`src/hdl/orec_pkg.sv`:
```
// Shared types and constants for the optimal-replacement eviction counter.
// Holds field widths and the control word that the sequencer sends to every slot cell.
// No dependencies.
package orec_pkg;

    localparam int ID_W  = 8;   // item id width
    localparam int CNT_W = 11;  // eviction count width
    localparam int CFG_W = 5;   // slot count register width

    // Control word broadcast from the sequencer to the slot cells
    typedef struct packed {
        logic              restart;    // empty every slot for a new replay
        logic              scan_en;    // scan_id holds a future request
        logic              fill_en;    // place cur_id in the slot at fill_idx
        logic              evict_go;   // replace the victim with cur_id now
        logic              all_found;  // every live slot has a next use
        logic [ID_W-1:0]   scan_id;    // future request under scan
        logic [ID_W-1:0]   cur_id;     // request being placed
    } cell_ctl_t;

    // Status of one slot cell
    typedef struct packed {
        logic hit;    // slot holds cur_id
        logic open;   // slot is live and its next use is still unknown
    } cell_sts_t;

endpackage

```
`src/hdl/orec_cell.sv`:
```
// One slot of the simulated store: holds an id, a live bit and a next-use-found bit.
// Hands the victim token to its neighbor; uses orec_pkg for the control and status types.
module orec_cell #(
    parameter int SW  = 5,
    parameter int IDX = 0
) (
    input  logic                 clk,
    input  logic                 rst_n,
    input  orec_pkg::cell_ctl_t  ctl,
    input  logic [SW-1:0]        fill_idx,
    input  logic                 claim_in,
    output logic                 claim_out,
    output orec_pkg::cell_sts_t  sts
);

    logic                      valid_reg, valid_next;
    logic                      found_reg, found_next;
    logic [orec_pkg::ID_W-1:0] id_reg, id_next;
    logic                      match;
    logic                      open;
    logic                      fill;
    logic                      take;

    // Compare against the scanned request and the request being placed
    always_comb
    begin
        match      = valid_reg & ~found_reg & ctl.scan_en & (id_reg == ctl.scan_id);
        found_next = found_reg | match;
        open       = valid_reg & ~found_next;
        claim_out  = claim_in & ~open;
        fill       = ctl.fill_en & (fill_idx == SW'(IDX));
        take       = ctl.evict_go & (ctl.all_found ? match : (claim_in & open));
        sts.hit    = valid_reg & (id_reg == ctl.cur_id);
        sts.open   = open;
    end

    // Next state of the slot
    always_comb
    begin
        valid_next = valid_reg;
        id_next    = id_reg;
        if (ctl.restart)
        begin
            valid_next = 1'b0;
        end
        else if (fill)
        begin
            valid_next = 1'b1;
        end
        if (fill || take)
        begin
            id_next = ctl.cur_id;
        end
    end

    // Hold live and found flags; drop found after every eviction and on restart
    always_ff @(posedge clk or negedge rst_n)
    begin
        if (!rst_n)
        begin
            valid_reg <= 1'b0;
            found_reg <= 1'b0;
        end
        else
        begin
            valid_reg <= valid_next;
            found_reg <= (ctl.restart || ctl.evict_go) ? 1'b0 : found_next;
        end
    end

    // Slot id payload
    always_ff @(posedge clk)
    begin
        id_reg <= id_next;
    end

endmodule

```
`config.mk`:
```
export PLATFORM = sky130hd
export DESIGN_NAME = orec_cell
export DESIGN_NICKNAME = d
export VERILOG_FILES = /design/src/hdl/orec_pkg.sv /design/src/hdl/orec_cell.sv
export SDC_FILE = /design/constraint.sdc
export NUM_CORES = 1
export LEC_CHECK = 0
export ABC_AREA = 1
export BUFFER_PORTS_ARGS = -buffer_cell sky130_fd_sc_hd__buf_2
export CAP_MARGIN = 25
export CORE_MARGIN = 3
export CORE_UTILIZATION = 43
export CTS_CLUSTER_DIAMETER = 200
export DETAILED_ROUTE_END_ITERATION = 7
export GPL_TIMING_DRIVEN = 0
export PLACE_DENSITY = 0.85
export SLEW_MARGIN = 20
export SYNTH_ARGS = -nofsm -noshare
export SYNTH_HDL_FRONTEND = slang
export SYNTH_SLANG_ARGS = --single-unit
export TNS_END_PERCENT = 1
```
`constraint.sdc`:
```
create_clock -name clk -period 1.6 [get_ports clk]
set_input_delay 0 -clock clk [delete_from_list [all_inputs] [get_ports clk]]
set_output_delay 0 -clock clk [all_outputs]
set_load 0.01 [all_outputs]
```
After elaboration in Yosys (flattened, before gate mapping)
Cells that the tools add are included.
- eq/ne operators: 2
- multiplexer cells: 4
- bitwise operators: 13
- reduce and logical (&&, ||, !) cells: 4
- operator list (kind ; count):
    equality test 8 bit ; 2
    bitwise AND 1 bit ; 9
    logical NOT 5 bit ; 1
    2-to-1 mux 1 bit ; 4
    NOT 1 bit ; 3
    logical OR 1 bit ; 2
    nonzero test 2 bit ; 1
    bitwise OR 1 bit ; 1
- output and inout bits: 3
- bits of input ports: 29
- logic and storage cells: 26
- bits in registers: 10

Longest topological paths before layout
- depth in word-level cells: 11
- mapped depth: 10
- mapped depth without buffers: 10

Least setup slack after synthesis
OpenSTA, ideal clock, no wires.
- path type: register to register
- start point: register id_reg[0] in the netlist's numbering
- end point: register id_reg[0] in the netlist's numbering, enable pin
- clock period less this slack: 1.489 ns
- path buffers: 0
- arrival: 1.160 ns
- setup slack: 0.111 ns
- data required time: 1.271 ns
- library setup time: 0.329 ns
- stages on the path, launching flop included: 8
- cells stage by stage: edfxtp_1 xnor2_1 nand2_1 nor2_1 nand2_2 a21boi_2 nand2_1 nand2_1
- longest elaborated chain between the ends: 9
- RTL lines (element ; line ; text):
    from (decl) ; orec_cell.sv:18 ; logic [orec_pkg::ID_W-1:0] id_reg, id_next;
    from (signal assigned) ; orec_cell.sv:74 ; id_reg <= id_next;
    equality test 8 bit (*) ; orec_cell.sv:27 ; match = valid_reg & ~found_reg & ctl.scan_en & (id_reg == ctl.scan_id);
    bitwise AND 1 bit (*) ; orec_cell.sv:27 ;
    bitwise OR 1 bit ; orec_cell.sv:28 ; found_next = found_reg | match;
    NOT 1 bit ; orec_cell.sv:29 ; open = valid_reg & ~found_next;
    bitwise AND 1 bit ; orec_cell.sv:29 ;
    bitwise AND 1 bit ; orec_cell.sv:32 ; take = ctl.evict_go & (ctl.all_found ? match : (claim_in & open));
    2-to-1 mux 1 bit (*) ; orec_cell.sv:32 ;
    bitwise AND 1 bit (*) ; orec_cell.sv:32 ;
    logical OR 1 bit (*) ; orec_cell.sv:50 ; if (fill || take)
Every way passes the cells marked *; elsewhere a longest branch is shown, timed or not.
A chain may end at the register's enable or synchronous reset.

Final worst setup path
- start point: register id_reg[0] in the netlist's numbering
- end point: output sts[0] in the netlist's numbering
- longest elaborated chain between the ends: 5
- RTL lines (element ; line ; text):
    equality test 8 bit ; orec_cell.sv:27 ;
    bitwise AND 1 bit ; orec_cell.sv:27 ;
    bitwise OR 1 bit ; orec_cell.sv:28 ;
    NOT 1 bit ; orec_cell.sv:29 ;
    bitwise AND 1 bit ; orec_cell.sv:29 ;
    to (decl) ; orec_cell.sv:13 ; output orec_pkg::cell_sts_t sts
Every way passes these cells.

==> metrics.md <==
| Metric | Value |
|---|---|
| P_leak | `approximately 0.44 nW` |
| Std cell rows | `12` |
| Tot GR Track Use | `0.151` |
| Largest net degree at the start of global routing | `9` |
| Initial antenna violation count | `0` |
| Hold Violations, Final | `0` |
| Dominant cells by area after synthesis | `edfxtp_1 39%, xnor2_1 16%, nand2_1 8.6%, dfrtp_1 8.2%, inv_1 6.8%` |
| Final setup TNS | `0 ns` |
| Top cell type's share of synthesized area | `0.393` |
| Num CTS Buffers | `3` |
| Register-to-register setup slack | `0.08 ns` |
| Setup CP Type | `reg -> out` |
| Routed vias/inst | `4.58` |
| Total Power | `0.603 mW` |
| Seq/Total Area, Yosys | `0.475` |
| Hold Slack | `0.0456 ns` |
| Post-DP Area | `783 um^2` |
| Setup Slack @ Placement | `-0.0780 ns` |
| Largest register FFs | `8` |
| Vias after detailed routing | `a little under 600` |
| Max stage delay on crit path | `0.42 ns` |
| Root Buffer | `clkbuf_4` |
| Max-cap violations | `0` |
| Final slew viol count | `0` |
| Worst min path class | `in -> async` |
| Final WS setup | `0.0646 ns` |
| Placed instance count | `111` |
| Top Ports | `32` |
| Core region area | `1220 um^2` |
| Finished Core Util | `0.771` |
| Relative slew slack | `0.838` |
| VDD IR max | `0.556 mV` |
| NumNets Final | `143` |
| Post-DP HPWL | `approximately 1000 um` |
| Slowest CP cell | `edfxtp_1` |
| Flops & latches, synth | `10` |
| Synthesis Warnings | `0` |
| Crit start category | `register` |
| Clk sink count | `10` |
| DRC Markers | `0` |
| Cell variety after synth | `18` |
| Gate Count Post-Synth | `66` |
| Most frequent cells in the layout | `31 x buf_2, 13 x nand2_1, 11 x xnor2_1, 11 x inv_1, 11 x dlygate4sd3_1` |
| 1st-iter DRT viols | `12` |
| Synth Net Count | `95` |
| Mapped cell area | `611 um^2` |
| Htree depth | `1` |
| Pwr dens | `between 600 and 700 nW/um^2` |
| Outcome | `finished clean` |
| Clock Skew | `0.00905 ns` |
| Clk buf depth | `2` |
| Tightest Pin Transition | `approximately 0.24 ns` |
| Clk slew on worst S/H paths | `0.07 ns` |
| GP Congestion | `between 0.6 and 0.7` |
| Post-Route WL | `1.35 mm` |
| Total grt overflow | `0` |
| CTS tree | `built` |
| Worst skew pair latency | `0.27 ns` |
| RSZ-0062 raised after global routing | `yes` |
| Final ANT Viol Nets | `0` |
| CP Capture Type | `output pin` |
| First-pass DRT Iterations | `4` |
| Post-layout instance area | `937 um^2` |
| Number of global-route vias before repair | `546` |
| Commonest non-fill, non-tap cell in the layout | `buf_2` |
| Worst Path Required | `roughly 1.6 ns` |
| First-pass GRT wire length | `roughly 2.1 mm` |
| Drt wl/cell | `10.7 um` |
| Peak Freq | `0.651 GHz` |
| Critical-path cell list | `xnor2_1 -> nand2_1 -> nor2_2 -> nand2_2 -> nand3_1 -> inv_1 -> buf_4 -> buf_2` |
| Syn Area/Cell | `between 9 and 10 um^2` |
| CP max FO | `4` |
| Setup violations, final | `0` |
| Die width | `43.7 um` |
| Cell taking the most area after synthesis | `edfxtp_1` |
| Share of cells above drive strength 1 | `0.372` |
| Initial cell density of the core | `0.502` |
| Final Cycle Share | `0.960` |
| Die ar. | `1910 um^2` |
| Die Height | `43.7 um` |
| Critical path arrival | `about 1.5 ns` |
| Minimum clock period | `about 1.5 ns` |
| Area growth syn-to-layout | `53.5%` |
| Fin cells | `around 130` |
| PortBufs | `31` |
| Antenna fix cells | `0` |
[where the power goes]
group          switching (mW)  internal [mW]  total [mW]
registers             0.00575          0.290       0.296
clock network          0.0942         0.0966       0.191
logic                  0.0457         0.0699       0.116
total                   0.146          0.457       0.603
[final cells by class]
class                           instances  area (um^2)
Inverter                               11         41.3
Buffer                                  1         7.51
Clock buffer                            4         26.3
Fill cell                              83          279
Timing Repair Buffer                   43          273
Multi-Input combinational cell         44          282
Sequential cell                        10          290
Tap cell                               14         17.5
[repair_timing]
item,in CTS,in global routing
hold endpoints to repair,12,0
setup buffers,0,1
gates cloned,0,0
setup endpoints to repair,8,10
hold buffers,11,0
resized for setup,1,2
[cells in the mapped netlist]
| cell type | n |
|---|---|
| nand4_1 | 3 |
| a21oi_1 | 1 |
| buf_4 | 1 |
| inv_1 | 11 |
| nor3_1 | 1 |
| xor2_1 | 2 |
| dfrtp_1 | 2 |
| nand3b_1 | 1 |
| nand3_1 | 3 |
| nand2_1 | 14 |
| a21boi_2 | 1 |
| nand2_2 | 1 |
| a211oi_2 | 1 |
| nor2_2 | 1 |
| nor2_1 | 3 |
| xnor2_1 | 11 |
| nor4_1 | 1 |
| edfxtp_1 | 8 |
[logic make-up after synthesis]
logic type | count (synthesis) | share of synthesized area
and+or+nand+nor | 28 | 0.211
xor gates and xnor gates | 13 | 0.186
buffers and inverters | 12 | 0.0799
DFF | 10 | 0.475
AOI/OAI and AO/OA | 3 | 0.0471
[path summary, 6_finish.rpt]
path,from,to,cells after the start
worst max-delay path,id_reg[0]$_DFFE_PP_,sts[0],8
worst min-delay path,rst_n,found_reg$_DFF_PN0_,2
worst max register to register,id_reg[0]$_DFFE_PP_,id_reg[2]$_DFFE_PP_,7
worst min register to register,found_reg$_DFF_PN0_,found_reg$_DFF_PN0_,2
max in group asynchronous,rst_n,valid_reg$_DFFE_PN0P_,2
min in group clk,fill_idx[4],valid_reg$_DFFE_PN0P_,3
[routing by layer]
metal | track usage | part of all wire | wire [um] | vias to the layer above
met5 | 0 | 0 | 0 | -
met4 | 0.0542 | 0.016 | 21 | 0
met3 | 0.0373 | 0.047 | 63 | 3
met2 | 0.253 | 0.51 | 695 | 15
met1 | 0.187 | 0.42 | 574 | 260
li1 | - | - | - | 304
[worst max-delay path, delay by kind of cell, from the launching register on]
| kind | cells | cell delay (ns) |
|---|---|---|
| xor gates and xnor gates | 1 | 0.16 |
| buffers and inverters | 3 | 0.28 |
| and+or+nand+nor | 4 | 0.40 |
| DFF | 1 | 0.42 |
Note: power is estimated with default switching activity, not from simulation.
